**src/hw/rtl/jsu_pkg.sv**
```systemverilog
package jsu_pkg;

    // Result status codes
    localparam logic [2:0] ST_BYTE   = 3'd0;
    localparam logic [2:0] ST_DONE   = 3'd1;
    localparam logic [2:0] ST_BADESC = 3'd2;
    localparam logic [2:0] ST_BADHEX = 3'd3;
    localparam logic [2:0] ST_BADSUR = 3'd4;
    localparam logic [2:0] ST_UNTERM = 3'd5;
    localparam logic [2:0] ST_NOOPEN = 3'd6;

    // Work for one input beat: 0..4 decoded bytes, then an optional status beat.
    typedef struct packed {
        logic [2:0]      nbytes;
        logic [3:0][7:0] bytes;
        logic            has_stat;
        logic [2:0]      stat;
    } t_entry;

endpackage

```
**src/hw/rtl/jsu_front.sv**
```systemverilog
module jsu_front (
    input  logic             i_clk,
    input  logic             i_rst_n,
    input  logic             i_accept,
    input  logic [7:0]       i_in_byte,
    input  logic             i_text_end,
    output jsu_pkg::t_entry  o_entry,
    output logic             o_push
);

    localparam logic [2:0] M_IDLE = 3'd0;
    localparam logic [2:0] M_BODY = 3'd1;
    localparam logic [2:0] M_ESC  = 3'd2;
    localparam logic [2:0] M_HEX  = 3'd3;
    localparam logic [2:0] M_SBS  = 3'd4;
    localparam logic [2:0] M_SU   = 3'd5;
    localparam logic [2:0] M_LHEX = 3'd6;
    localparam logic [2:0] M_DROP = 3'd7;

    logic [2:0]  r_mode, n_mode;
    logic [1:0]  r_cnt, n_cnt;
    logic [15:0] r_acc, n_acc;
    logic [15:0] r_hi, n_hi;

    logic [3:0]  hex_v;
    logic        hex_ok;
    logic [15:0] acc_sh;
    logic [20:0] cp;
    logic        do_utf8;
    jsu_pkg::t_entry ent;

    always_comb begin
        hex_ok = 1'b1;
        hex_v  = 4'd0;
        if (i_in_byte >= 8'h30 && i_in_byte <= 8'h39) begin
            hex_v = i_in_byte[3:0];
        end else if ((i_in_byte >= 8'h61 && i_in_byte <= 8'h66) ||
                     (i_in_byte >= 8'h41 && i_in_byte <= 8'h46)) begin
            hex_v = i_in_byte[3:0] + 4'd9;
        end else begin
            hex_ok = 1'b0;
        end
    end

    assign acc_sh = {r_acc[11:0], hex_v};

    always_comb begin
        n_mode  = r_mode;
        n_cnt   = r_cnt;
        n_acc   = r_acc;
        n_hi    = r_hi;
        ent     = '0;
        do_utf8 = 1'b0;
        cp      = '0;
        unique case (r_mode)
            M_IDLE: begin
                if (i_in_byte == 8'h22) begin
                    n_mode = M_BODY;
                end else begin
                    ent.has_stat = 1'b1;
                    ent.stat     = jsu_pkg::ST_NOOPEN;
                    n_mode       = M_DROP;
                end
            end
            M_BODY: begin
                if (i_in_byte == 8'h22) begin
                    ent.has_stat = 1'b1;
                    ent.stat     = jsu_pkg::ST_DONE;
                    n_mode       = M_IDLE;
                end else if (i_in_byte == 8'h5C) begin
                    n_mode = M_ESC;
                end else begin
                    ent.nbytes   = 3'd1;
                    ent.bytes[0] = i_in_byte;
                end
            end
            M_ESC: begin
                n_mode     = M_BODY;
                ent.nbytes = 3'd1;
                unique case (i_in_byte)
                    8'h22, 8'h5C, 8'h2F: ent.bytes[0] = i_in_byte;
                    8'h62: ent.bytes[0] = 8'h08;
                    8'h66: ent.bytes[0] = 8'h0C;
                    8'h6E: ent.bytes[0] = 8'h0A;
                    8'h72: ent.bytes[0] = 8'h0D;
                    8'h74: ent.bytes[0] = 8'h09;
                    8'h75: begin
                        ent.nbytes = 3'd0;
                        n_acc      = '0;
                        n_cnt      = '0;
                        n_mode     = M_HEX;
                    end
                    default: begin
                        ent.nbytes   = 3'd0;
                        ent.has_stat = 1'b1;
                        ent.stat     = jsu_pkg::ST_BADESC;
                        n_mode       = M_DROP;
                    end
                endcase
            end
            M_HEX, M_LHEX: begin
                if (!hex_ok) begin
                    ent.has_stat = 1'b1;
                    ent.stat     = jsu_pkg::ST_BADHEX;
                    n_mode       = M_DROP;
                end else begin
                    n_acc = acc_sh;
                    if (r_cnt == 2'd3) begin
                        n_cnt = 2'd0;
                        if (r_mode == M_HEX) begin
                            if (acc_sh[15:10] == 6'b110110) begin
                                n_hi   = acc_sh;
                                n_mode = M_SBS;
                            end else begin
                                do_utf8 = 1'b1;
                                cp      = {5'd0, acc_sh};
                                n_mode  = M_BODY;
                            end
                        end else if (acc_sh[15:10] != 6'b110111) begin
                            ent.has_stat = 1'b1;
                            ent.stat     = jsu_pkg::ST_BADSUR;
                            n_mode       = M_DROP;
                        end else begin
                            // pair: 0x10000 + high[9:0]:low[9:0]
                            do_utf8 = 1'b1;
                            cp      = 21'h10000 + {1'b0, r_hi[9:0], acc_sh[9:0]};
                            n_mode  = M_BODY;
                        end
                    end else begin
                        n_cnt = r_cnt + 2'd1;
                    end
                end
            end
            M_SBS: begin
                if (i_in_byte == 8'h5C) begin
                    n_mode = M_SU;
                end else begin
                    ent.has_stat = 1'b1;
                    ent.stat     = jsu_pkg::ST_BADSUR;
                    n_mode       = M_DROP;
                end
            end
            M_SU: begin
                if (i_in_byte == 8'h75) begin
                    n_acc  = '0;
                    n_cnt  = '0;
                    n_mode = M_LHEX;
                end else begin
                    ent.has_stat = 1'b1;
                    ent.stat     = jsu_pkg::ST_BADSUR;
                    n_mode       = M_DROP;
                end
            end
            M_DROP: begin
            end
            default: n_mode = M_DROP;
        endcase

        // UTF-8 encode
        if (do_utf8) begin
            if (cp <= 21'h7F) begin
                ent.nbytes   = 3'd1;
                ent.bytes[0] = cp[7:0];
            end else if (cp <= 21'h7FF) begin
                ent.nbytes   = 3'd2;
                ent.bytes[0] = {3'b110, cp[10:6]};
                ent.bytes[1] = {2'b10, cp[5:0]};
            end else if (cp <= 21'hFFFF) begin
                ent.nbytes   = 3'd3;
                ent.bytes[0] = {4'b1110, cp[15:12]};
                ent.bytes[1] = {2'b10, cp[11:6]};
                ent.bytes[2] = {2'b10, cp[5:0]};
            end else begin
                ent.nbytes   = 3'd4;
                ent.bytes[0] = {5'b11110, cp[20:18]};
                ent.bytes[1] = {2'b10, cp[17:12]};
                ent.bytes[2] = {2'b10, cp[11:6]};
                ent.bytes[3] = {2'b10, cp[5:0]};
            end
        end

        // end of text: flag an open string, then back to reset state
        if (i_text_end) begin
            if (n_mode != M_IDLE && n_mode != M_DROP) begin
                ent.has_stat = 1'b1;
                ent.stat     = jsu_pkg::ST_UNTERM;
            end
            n_mode = M_IDLE;
            n_cnt  = '0;
            n_acc  = '0;
            n_hi   = '0;
        end
    end

    assign o_entry = ent;
    assign o_push  = i_accept && (ent.nbytes != 3'd0 || ent.has_stat);

    always_ff @(posedge i_clk) begin
        if (!i_rst_n) begin
            r_mode <= M_IDLE;
            r_cnt  <= '0;
            r_acc  <= '0;
            r_hi   <= '0;
        end else if (i_accept) begin
            r_mode <= n_mode;
            r_cnt  <= n_cnt;
            r_acc  <= n_acc;
            r_hi   <= n_hi;
        end
    end

endmodule

```
**src/hw/rtl/jsu_fifo.sv**
```systemverilog
module jsu_fifo #(
    parameter int DEPTH = 4
) (
    input  logic             i_clk,
    input  logic             i_rst_n,
    input  logic             i_push,
    input  jsu_pkg::t_entry  i_data,
    output logic             o_full,
    input  logic             i_pop,
    output jsu_pkg::t_entry  o_data,
    output logic             o_empty
);

    localparam int AW = (DEPTH > 1) ? $clog2(DEPTH) : 1;
    localparam int CW = $clog2(DEPTH + 1);
    localparam logic [AW-1:0] LAST = AW'(DEPTH - 1);
    localparam logic [CW-1:0] FULLC = CW'(DEPTH);

    jsu_pkg::t_entry r_mem [DEPTH];
    logic [AW-1:0] r_wptr, r_rptr;
    logic [CW-1:0] r_cnt;

    assign o_full  = (r_cnt == FULLC);
    assign o_empty = (r_cnt == '0);
    assign o_data  = r_mem[r_rptr];

    always_ff @(posedge i_clk) begin
        if (i_push) begin
            r_mem[r_wptr] <= i_data;
        end
    end

    always_ff @(posedge i_clk) begin
        if (!i_rst_n) begin
            r_wptr <= '0;
            r_rptr <= '0;
            r_cnt  <= '0;
        end else begin
            if (i_push) begin
                r_wptr <= (r_wptr == LAST) ? '0 : r_wptr + AW'(1);
            end
            if (i_pop) begin
                r_rptr <= (r_rptr == LAST) ? '0 : r_rptr + AW'(1);
            end
            if (i_push && !i_pop) begin
                r_cnt <= r_cnt + CW'(1);
            end else if (i_pop && !i_push) begin
                r_cnt <= r_cnt - CW'(1);
            end
        end
    end

endmodule

```
**src/hw/rtl/jsu_back.sv**
```systemverilog
module jsu_back (
    input  logic             i_clk,
    input  logic             i_rst_n,
    input  jsu_pkg::t_entry  i_data,
    input  logic             i_empty,
    output logic             o_pop,
    output logic             o_out_valid,
    input  logic             i_out_ready,
    output logic [7:0]       o_out_byte,
    output logic [2:0]       o_status,
    output logic             o_run_last
);

    jsu_pkg::t_entry r_cur;
    logic        r_busy;
    logic [2:0]  r_idx;
    logic        r_ovalid;
    logic [7:0]  r_obyte;
    logic [2:0]  r_ostat;
    logic        r_olast;

    logic is_byte, cur_last, load;

    assign is_byte  = (r_idx < r_cur.nbytes);
    assign cur_last = r_cur.has_stat ? (r_idx == r_cur.nbytes)
                                     : (r_idx == r_cur.nbytes - 3'd1);
    assign load     = r_busy && (!r_ovalid || i_out_ready);
    assign o_pop    = !i_empty && (!r_busy || (load && cur_last));

    always_ff @(posedge i_clk) begin
        if (!i_rst_n) begin
            r_busy   <= 1'b0;
            r_idx    <= '0;
            r_ovalid <= 1'b0;
        end else begin
            if (load) begin
                r_ovalid <= 1'b1;
                r_idx    <= r_idx + 3'd1;
            end else if (i_out_ready) begin
                r_ovalid <= 1'b0;
            end
            if (o_pop) begin
                r_busy <= 1'b1;
                r_idx  <= '0;
            end else if (load && cur_last) begin
                r_busy <= 1'b0;
            end
        end
    end

    always_ff @(posedge i_clk) begin
        if (o_pop) begin
            r_cur <= i_data;
        end
        if (load) begin
            r_obyte <= is_byte ? r_cur.bytes[r_idx[1:0]] : 8'd0;
            r_ostat <= is_byte ? jsu_pkg::ST_BYTE : r_cur.stat;
            r_olast <= cur_last;
        end
    end

    assign o_out_valid = r_ovalid;
    assign o_out_byte  = r_obyte;
    assign o_status    = r_ostat;
    assign o_run_last  = r_olast;

endmodule

```
**src/hw/rtl/json_string_unescape_utf8_core.sv**
```systemverilog
// Path: each entry is queued, popped into the serializer, then sent beat by beat.
// Throughput: one input beat per cycle while the entry queue has room; results leave
//   at one beat per cycle while the receiver is ready, so a \u escape (up to 4 bytes)
//   holds input back only once the QDEPTH-entry queue between decoder and serializer fills.
// Reset: i_rst_n synchronous, active low; decoder returns to idle, queue and output empty.
module json_string_unescape_utf8_core #(
    parameter int QDEPTH = 4
) (
    input  logic       i_clk,
    input  logic       i_rst_n,
    input  logic       i_in_valid,
    output logic       o_in_ready,
    input  logic [7:0] i_in_byte,
    input  logic       i_text_end,
    output logic       o_out_valid,
    input  logic       i_out_ready,
    output logic [7:0] o_out_byte,
    output logic [2:0] o_status,
    output logic       o_run_last
);

    jsu_pkg::t_entry push_entry, head_entry;
    logic accept, push, full, empty, pop;

    // Input is taken whenever the queue can hold one more entry; the decoder
    // classifies each beat and pushes the results it causes as one entry.
    assign o_in_ready = !full;
    assign accept     = i_in_valid && o_in_ready;

    jsu_front u_front (
        .i_clk      (i_clk),
        .i_rst_n    (i_rst_n),
        .i_accept   (accept),
        .i_in_byte  (i_in_byte),
        .i_text_end (i_text_end),
        .o_entry    (push_entry),
        .o_push     (push)
    );

    // Short queue: decoder and serializer stall independently.
    jsu_fifo #(
        .DEPTH (QDEPTH)
    ) u_fifo (
        .i_clk   (i_clk),
        .i_rst_n (i_rst_n),
        .i_push  (push),
        .i_data  (push_entry),
        .o_full  (full),
        .i_pop   (pop),
        .o_data  (head_entry),
        .o_empty (empty)
    );

    // Serializer: one result beat per cycle into the output register while the receiver is ready.
    jsu_back u_back (
        .i_clk       (i_clk),
        .i_rst_n     (i_rst_n),
        .i_data      (head_entry),
        .i_empty     (empty),
        .o_pop       (pop),
        .o_out_valid (o_out_valid),
        .i_out_ready (i_out_ready),
        .o_out_byte  (o_out_byte),
        .o_status    (o_status),
        .o_run_last  (o_run_last)
    );

endmodule

```
**config.mk**
```make
export PLATFORM = sky130hd
export DESIGN_NAME = json_string_unescape_utf8_core
export DESIGN_NICKNAME = d
export VERILOG_FILES = /design/src/hw/rtl/jsu_pkg.sv /design/src/hw/rtl/jsu_front.sv /design/src/hw/rtl/jsu_fifo.sv /design/src/hw/rtl/jsu_back.sv /design/src/hw/rtl/json_string_unescape_utf8_core.sv
export SDC_FILE = /design/constraint.sdc
export NUM_CORES = 1
export LEC_CHECK = 0
export BUFFER_PORTS_ARGS = -buffer_cell sky130_fd_sc_hd__buf_2
export CAP_MARGIN = 20
export CORE_MARGIN = 10
export CORE_UTILIZATION = 39
export DETAILED_ROUTE_END_ITERATION = 8
export HOLD_SLACK_MARGIN = 0.03
export PLACE_DENSITY = 0.57
export SYNTH_ARGS = -nofsm -noshare
export SYNTH_HDL_FRONTEND = slang
export SYNTH_SLANG_ARGS = --single-unit
```
**constraint.sdc**
```tcl
create_clock -name i_clk -period 6.26 [get_ports i_clk]
set_input_delay 0.626 -clock i_clk [delete_from_list [all_inputs] [get_ports i_clk]]
set_output_delay 0.626 -clock i_clk [all_outputs]
set_load 0.005 [all_outputs]
```
==> results of run 1 <==
==> registers in the layout (all words and copies together), names as in the netlist, 2 cells and up <==
register / flops
u_fifo.r_wptr: 2
u_back.r_idx: 3
u_front.r_mode: 3
u_back.r_cur: 35
u_fifo.r_cnt: 3
u_fifo.r_rptr: 2
u_front.r_hi: 10
u_front.r_acc: 12
u_back.o_status: 3
u_back.o_out_byte: 8
u_front.r_cnt: 2
u_fifo.r_mem: 140
==> worst min-delay path: cells and delay by family, from the launching register on <==
family	cells	cell delay, ns
AOI/OAI and AO/OA	1	0.05
and+or+nand+nor	1	0.05
DFF	1	0.31
==> report_power, final <==
| part | total [mW] | leakage [nW] | switching [mW] | internal [mW] |
|---|---|---|---|---|
| clock network | 1.38 | 0.363 | 0.552 | 0.830 |
| registers | 2.17 | 2.13 | 0.139 | 2.03 |
| logic | 0.998 | 1.31 | 0.537 | 0.461 |
==> cell families (layout without fill, tap and decap cells) <==
family / Yosys count / after routing
AO/OA/AOI/OAI: 139 / 139
XOR/XNOR: 13 / 13
adder cells (fa/ha/maj): 18 / 18
buffers and inverters: 56 / 98
flip-flops: 226 / 226
multiplexers: 58 / 58
AND/OR/NAND/NOR: 202 / 202
==> final timing paths <==
path | from | end | slack, ns | depth (start not counted)
worst max-delay path | u_front.r_mode[0] | u_fifo.r_cnt[2] | 1.89 | 14
worst min-delay path | u_front.r_hi[1] | u_front.r_hi[1] | 0.45 | 2
worst max register to register | u_front.r_mode[0] | u_fifo.r_cnt[2] | 1.89 | 14
worst min register to register | u_front.r_hi[1] | u_front.r_hi[1] | 0.45 | 2
==> cells in the final DEF (no fill, tap or decap), types with 4 or more instances in the layout <==
cell,instances
buf_4,10
a211oi_1,5
mux2i_1,15
a21boi_0,14
edfxtp_1,187
nand2_1,42
nand4b_1,4
xnor2_1,10
and2_1,17
buf_2,26
dfxtp_1,38
mux4_2,42
nand3_1,19
nor3b_1,4
ha_1,17
inv_1,16
nand2b_1,7
nor2b_1,34
o21ai_0,33
nand3b_1,8
clkbuf_16,24
nor2_1,24
or3_1,6
nor3_1,13
o22ai_1,5
o31ai_1,5
a22oi_1,13
o211ai_1,4
clkinv_1,4
clkbuf_1,6
a21oi_1,20
==> cell type report <==
class,count,share of cell area
Clock buffer,30,0.0543
Clock inverter,13,0.0134
Inverter,17,0.00556
Multi-Input combinational cell,430,0.313
Sequential cell,226,0.557
Tap cell,335,0.0365
Timing Repair Buffer,38,0.0198
==> routing by layer <==
metal,up-vias,part of all wire
li1,2826,-
met1,3133,0.44
met2,144,0.49
met3,41,0.046
met4,0,0.024
met5,-,0
==> Yosys cell counts, types with 16 or more instances <==
cell,number
edfxtp_1,187
mux4_2,42
nand2_1,42
dfxtp_1,39
nor2b_1,35
o21ai_0,33
clkbuf_1,24
nor2_1,24
a21oi_1,20
nand3_1,19
and2_1,17
ha_1,17
inv_1,16
==> results by stage, run 1 <==
GRT:
- The number of global-route vias before repair came to ~6.3k.
- The routing layer with the top usage in global route is met2.
- The first global-routing pass estimated 36700 um of wire.
- The overflow left after global routing is 0.
- The global-route met2 utilization is 0.222.
- The number of antenna violations at the first check in global routing is 0.
- For this run, global-route usage on met1 was measured as 0.186.
- Entering global routing, the biggest net connects 40 pins.
- Across every metal layer, demand over resource in global routing totals 0.138.
- For this run, global-route usage on met3 was measured as 0.0221.

Setup path:
- The largest individual stage delay along the critical path comes from the cell dfxtp_1.
- The kind of end point of the critical path is a flip-flop.
- The count of buffering cells on the critical path with inverters included is 2.
- The startpoint type of the worst setup path is a flip-flop.
- STA puts the critical path data arrival time at 4.81 ns.
- The data required time at the worst endpoint is 6.69 ns.
- The top cell family by delay on the critical path is simple AND/OR/NAND/NOR gates.
- The largest fanout of any net on the critical path is 17.
- On the worst path, the slowest cell contributes a delay of 0.66 ns.
- The critical path goes through nor2b_1 > o31ai_1 > a21oi_1 > nor2b_1 > buf_4 > a31oi_1 > and4b_1 > a31oi_4 > ha_1 > inv_1 > fa_1 > xor2_1 > or3_1 > a21boi_0.
- By startpoint and endpoint, the worst setup path is classified as flip-flop to flip-flop.
- Counting stages on the worst path, the most repeated cell is nor2b_1.

Finish:
- The area of the multi-input gates is ~3600 um2.
- The post-route standard cell area excluding fillers is 11500 um2.
- The net total in the final layout is 768.
- The number of non-filler instances in the completed layout is 1089.
- The antenna diode count is 0.
- The area growth from synthesis to layout is 12.4%.
- At the end of the flow the core is filled with cells to 0.443.
- The area taken by flip-flops and latches is 6400 um2.
- The fraction of final layout cells sized beyond drive strength 1 is 0.184.
- The number of fillers in the final layout is ~2.3k.

Timing:
- Headroom to the max-slew limit came out at 0.459.
- The final critical-path share of the clock period is 0.699.
- The number of failing setup endpoints in the final timing report is 0.
- The slack of the critical path is 1.89 ns.
- The setup skew after layout is 0.00657 ns.
- Setup repair after global routing left no endpoint under its margin.
- Across all hold checks on the routed design, the worst slack comes to 0.447 ns.
- Static timing analysis puts the maximum clock frequency at 0.229 GHz.
- The number of endpoints with negative hold slack in the final report is 0.
- The max-slew violation count came to 0.
- The final critical path time including I/O delays and setup is 4.37 ns.
- The setup TNS after final layout is 0 ns.
- At the pin with the least slew margin, the transition time is 0.805 ns.

CTS:
- The worst-skew pair later-pin latency is around 0.5 ns.
- Clock tree synthesis found a total of 226 sinks.
- For this design, the CTS-stage hold fixing added 0 buffers.
- The root buffer selected by CTS is clkbuf_16.
- In this run the number of H-tree levels came out at 1.
- The clock edge transition at the registers on the reported setup and hold paths is roughly 0.060 ns.
- The number of gates resized after CTS was 0.
- No sink is reached through more buffers than the 3 on the longest clock path.
- Post-CTS timing repair inserted 0 buffers for setup.
- TritonCTS built the clock tree.
- The clock buffer count from CTS is 24.

Logic synthesis:
- Yosys mapped a number of flops with a built-in enable equal to ~190.
- The top cell type by total area after synthesis is edfxtp_1.
- The net count after synthesis is 743.
- Of the total synthesized cell area, the portion taken by full adders, half adders and majority gates is 0.0228.
- The compound-gate portion of the synthesized area is 0.0981.
- The sequential element share of the synthesized area is 0.626.
- The share of synthesized flip-flops with an asynchronous set or reset is 0.
- The average instance in the mapped netlist occupies 14.3 um2.
- Of the post-synthesis cell area, the dominant cell type holds 0.550.
- Of the total synthesized cell area, the portion taken by AND, OR, NAND and NOR gates is 0.111.
- Synthesis inferred 226 register bits.
- The combinational family with the most area after synthesis is simple AND/OR/NAND/NOR gates.
- The portion of synthesized area spent on multiplexers is 0.108.
- The area share of xor/xnor cells in the synthesized design is 0.0111.
- The cell count after synthesis came out at 712.
- Yosys attributes the largest share of cell area to edfxtp_1 (55%), mux4_2 (9.3%), dfxtp_1 (7.6%), nor2b_1 (2.1%), ha_1 (2.1%).
- The distinct cell type count after synthesis is between 70 and 80.
- The post-synthesis instance area is 10200 um2.
- The most used flip-flop cell after synthesis is edfxtp_1.
- The number of synthesis warnings is 0.

Die:
- The top-level port count is 27.
- The total core area is 25900 um2.
- The starting density of the core is 0.394.
- The floorplan step set the die height to 182 um.
- The die outline width is between 150 and 200 um.
- The floorplan has 59 rows.
- The area enclosed by the die boundary is 33100 um2.

Place:
- Detailed placement finished with a half-perimeter wire length of between 15000 and 20000 um.
- The pre-CTS setup slack is 1.63 ns.
- The post-placement cell count is 1044.
- The instance area at placement is 10700 um2.
- During placement, the flow inserted port buffers numbering 26.
- The weighted congestion at the end of routability-driven global placement is 0.860.

Pwr:
- In this run the static leakage power is 3.80 nW.
- The worst-case IR drop observed on VDD is 0.212 mV.
- The overall power consumption is ~4.6 mW.
- For this design the ratio of total power to cell area is between 300 and 400 nW/um2.

Min path:
- The class of the tightest hold or removal check is flip-flop to flip-flop.

Detailed routing:
- The first TritonRoute pass finished after 5 iterations.
- After detailed routing, the total wire length is 23100 um.
- The vias per cell is about 5.6.
- The average wire length per cell after detail routing is 21.2 um.
- The final route contains a little over 6k vias.
- The detail route stage leaves a number of antenna-violating nets equal to 0.
- After detailed routing, the number of remaining DRC violations is 0.
- The first-iteration detailed-routing DRC count is between 500 and 600.

Status:
- The flow ran to the end, and the final reports show no timing, DRC or antenna violations.

Flow run:
- The reported max-cap violation count is 0.
No activity file was read; power rests on OpenSTA's default activity.
==> run 2, diff against run 1 <==
--- a/config.mk
+++ b/config.mk
@@ -11,7 +11,7 @@
 export CORE_UTILIZATION = 39
 export DETAILED_ROUTE_END_ITERATION = 8
 export HOLD_SLACK_MARGIN = 0.03
-export PLACE_DENSITY = 0.57
+export PLACE_DENSITY = 0.59
 export SYNTH_ARGS = -nofsm -noshare
 export SYNTH_HDL_FRONTEND = slang
 export SYNTH_SLANG_ARGS = --single-unit
==> constraint.sdc (replaced) <==
create_clock -name i_clk -period 3.7 [get_ports i_clk]
set_input_delay 0.37 -clock i_clk [delete_from_list [all_inputs] [get_ports i_clk]]
set_output_delay 0.37 -clock i_clk [all_outputs]
set_load 0.005 [all_outputs]
==> run 2 against run 1 <==
Against the previous run: clock-buffer cell count down 1; critical path depth up 2; first-iteration DRC count down 6.3%; combinational power up 89%; non-clock buffer count up 60; sequential power up 66%; die area unchanged; critical path type is now primary input to flip-flop; largest power group unchanged.
==> results by stage, run 2 (synthesized netlist as in run 1, its figures left out) <==
Status:
- The flow ran to the end, and the final reports show no timing, DRC or antenna violations.

Setup path:
- Walking the worst path, the cells encountered are buf_2 > inv_1 > ha_1 > or3b_2 > o21ai_1 > o21ai_0 > a221oi_1 > a21boi_2 > o31ai_1 > a31oi_4 > ha_1 > inv_1 > fa_1 > xor2_1 > or3_1 > a21boi_0.
- The critical-path cell with the highest stage delay is or3b_2.
- Data on the critical path is required at its endpoint by 4.16 ns.
- STA classifies the critical path startpoint as a primary input.
- In this run the worst path has a maximum fanout of 4.
- In this design, the stage delay of the slowest critical-path cell is 0.52 ns.
- The data arrival time of the critical path is 3.94 ns.
- By startpoint and endpoint, the worst setup path is classified as primary input to flip-flop.
- The kind of end point of the critical path is a flip-flop.
- The count of buffering cells on the critical path with inverters included is 3.
- The top cell family by delay on the critical path is compound AO/OA/AOI/OAI gates.

Place:
- The instance area at placement is 11200 um2.
- Port buffering added 26 buffers.
- The congestion estimate from routability-driven global placement came to 0.874.
- The pre-CTS setup slack is -0.314 ns.
- Detailed placement ended at an HPWL of 16200 um.

CTS:
- The root buffer selected by CTS is clkbuf_16.
- Clock-pin slew was measured on the worst setup and hold paths at 0.06 ns.
- The worst-skew pair later-pin latency is 0.53 ns.
- The CTS tree is yes.
- In this run the number of H-tree levels came out at 1.
- The number of clock sinks is 226.
- After clock tree synthesis, the flow added hold-fix buffers numbering 0.
- The clock tree buffer depth is 3.
- TritonCTS created 25 clock buffers.

Detailed routing:
- Detailed routing inserted a total of 6366 vias.
- In the routed layout, each cell is associated on average with a via count of 5.53.
- In the final routed layout, each cell accounts on average for approximately 21 um.
- The detailed-route DRC error count is 0.
- The remaining antenna violation count is 0.
- For this block, the routed nets add up to 24000 um of wire.
- The first TritonRoute pass finished after 5 iterations.
- The first-iteration detailed-routing DRC count is approximately 530.

Timing:
- The max-slew violation count was 0.
- Setup violations remaining at the end of the flow were counted as 0.
- Setup repair after global routing left no endpoint under its margin.
- The number of endpoints with negative hold slack in the final report is 0.
- The final critical-path share of the clock period is 0.942.
- The transition time of the tightest slew-check pin is slightly above 0.8 ns.
- In this run the tightest slew margin relative to its limit is 0.458.
- Timing would allow up to 0.287 GHz.
- The setup skew after layout is 0.0156 ns.
- The slack of the critical path is 0.215 ns.
- The final critical path time including I/O delays and setup is 3.49 ns.

Finish:
- The area growth from synthesis to layout is 17.8%.
- The fraction of final layout cells sized beyond drive strength 1 is 0.245.
- The antenna diode count is 0.
- The most frequent standard cell in the layout excluding fill and tap cells is edfxtp_1.
- The net total in the final layout is 829.
- The area of the multi-input gates is between 3000 and 4000 um2.
- The largest registers in the layout are u_fifo.r_mem: 140 flops, u_back.r_cur: 35 flops, u_front.r_acc: 12 flops.
- The number of fillers in the final layout is between 2k and 2.5k.
- The area taken by flip-flops and latches is 6400 um2.
- In the layout the commonest cells are edfxtp_1 (187), buf_4 (66), nand2_1 (42), mux4_2 (42), dfxtp_1 (38).
- The number of flip-flops under the largest register name is 140.
- The register bank with the most flops is u_fifo.r_mem.
- The finished cells cover 12000 um2.

GRT:
- Entering global routing, the biggest net connects 40 pins.
- The number of global-route vias before repair is 6680.
- The first global-routing pass estimated 38500 um of wire.
- The global-route usage over all layers is 0.145.
- The number of antenna violations at the first check in global routing is 1.
- After global routing the overflow that remains totals 0.

Pwr:
- The reported net switching power is around 2.2 mW.
- For this design the ratio of total power to cell area is 666 nW/um2.
- Of the total power, the share spent switching nets is 0.272.
- The part of the total power dissipated in sequential elements is 0.450.
- The leakage power of the design is 4.16 nW.
- The peak supply drop is around 0.43 mV.
- The share of total power dissipated in the clock network is 0.314.
- Cell internal power was estimated by the tool at approximately 6 mW.
- Of the total power, combinational logic draws 0.235.

Die:
- The cell row count is 59.
- Pin placement for this block handled 27 I/O pins.
- The starting density of the core is 0.394.
- The region available for standard cell placement spans between 20000 and 30000 um2.
- The floorplan die height is 182 um.
- The die covers 33100 um2.
- The die outline width is 182 um.

Flow run:
- Max-cap violations in this run came to 0.

Min path:
- The class of the tightest hold or removal check is primary input to flip-flop.
[run 2: changes by cell type in the layout (fill, tap and decap cells not counted), moves of 2 or more]
cell        change
buf_4          +56
clkinv_2        +2
buf_12          +4
o21ai_1         +2
clkbuf_1        -2
o21ai_0         -2
clkinvlp_4      -3
clkinv_1        +4
[run 2: repair_timing]
action                                  4_1_cts  5_1_grt
setup buffers                                 0        0
resized for setup                             0        1
endpoints found under the setup margin        0        1
[run 2: area by class of cell]
class                           count  share of cell area
Tap cell                          335              0.0348
Timing Repair Buffer               98              0.0603
Clock buffer                       29              0.0532
Inverter                           17             0.00530
Clock inverter                     17              0.0161
Sequential cell                   226               0.531
Multi-Input combinational cell    430               0.299
[run 2: stage by stage]
step / hold slack, ns / std cells / setup TNS (ns) / power [mW] / util
after floorplan: 0.430 / 712 / 0 / 4.87 / -
after global placement: 0.437 / 1104 / -0.339 / 5.50 / 0.432
after detailed placement: 0.442 / 1104 / -0.688 / 5.58 / 0.432
after CTS: 0.223 / 1150 / 0 / 8.11 / 0.464
after global routing: 0.236 / 1152 / 0 / 8.43 / 0.465
final: 0.224 / 1152 / 0 / 8.01 / 0.465
[run 2: worst paths after layout]
path | cells after the start | slack (ns) | end | start
worst max-delay path | 16 | 0.21 | u_fifo.r_cnt[2] | i_in_byte[0]
worst min-delay path | 3 | 0.22 | u_back.o_out_valid | i_out_ready
worst max register to register | 13 | 0.21 | u_fifo.r_cnt[2] | u_front.r_mode[1]
worst min register to register | 2 | 0.45 | u_front.r_hi[1] | u_front.r_hi[1]
[run 2: per-layer routing]
layer,vias up,global-route usage,share of wire
met1,3204,0.195,0.45
met3,42,0.0276,0.054
met5,-,0,0.00054
li1,2942,-,-
met2,176,0.236,0.48
met4,2,0.0358,0.021
[run 2: power groups by stage]
stage / sequential, mW / combinational (mW) / clock, mW
after CTS: 3.62 / 1.93 / 2.56
after global routing: 3.66 / 2.09 / 2.68
after global placement: 3.64 / 1.86 / 0
final: 3.61 / 1.89 / 2.52
after detailed placement: 3.67 / 1.92 / 0
after floorplan: 3.60 / 1.27 / 0
[run 2: tightest hold or removal path, delay by kind of cell]
kind                   cells  cell delay, ns
AO/OA/AOI/OAI              1            0.18
buffers and inverters      1            0.08
AND/OR/NAND/NOR            1            0.07
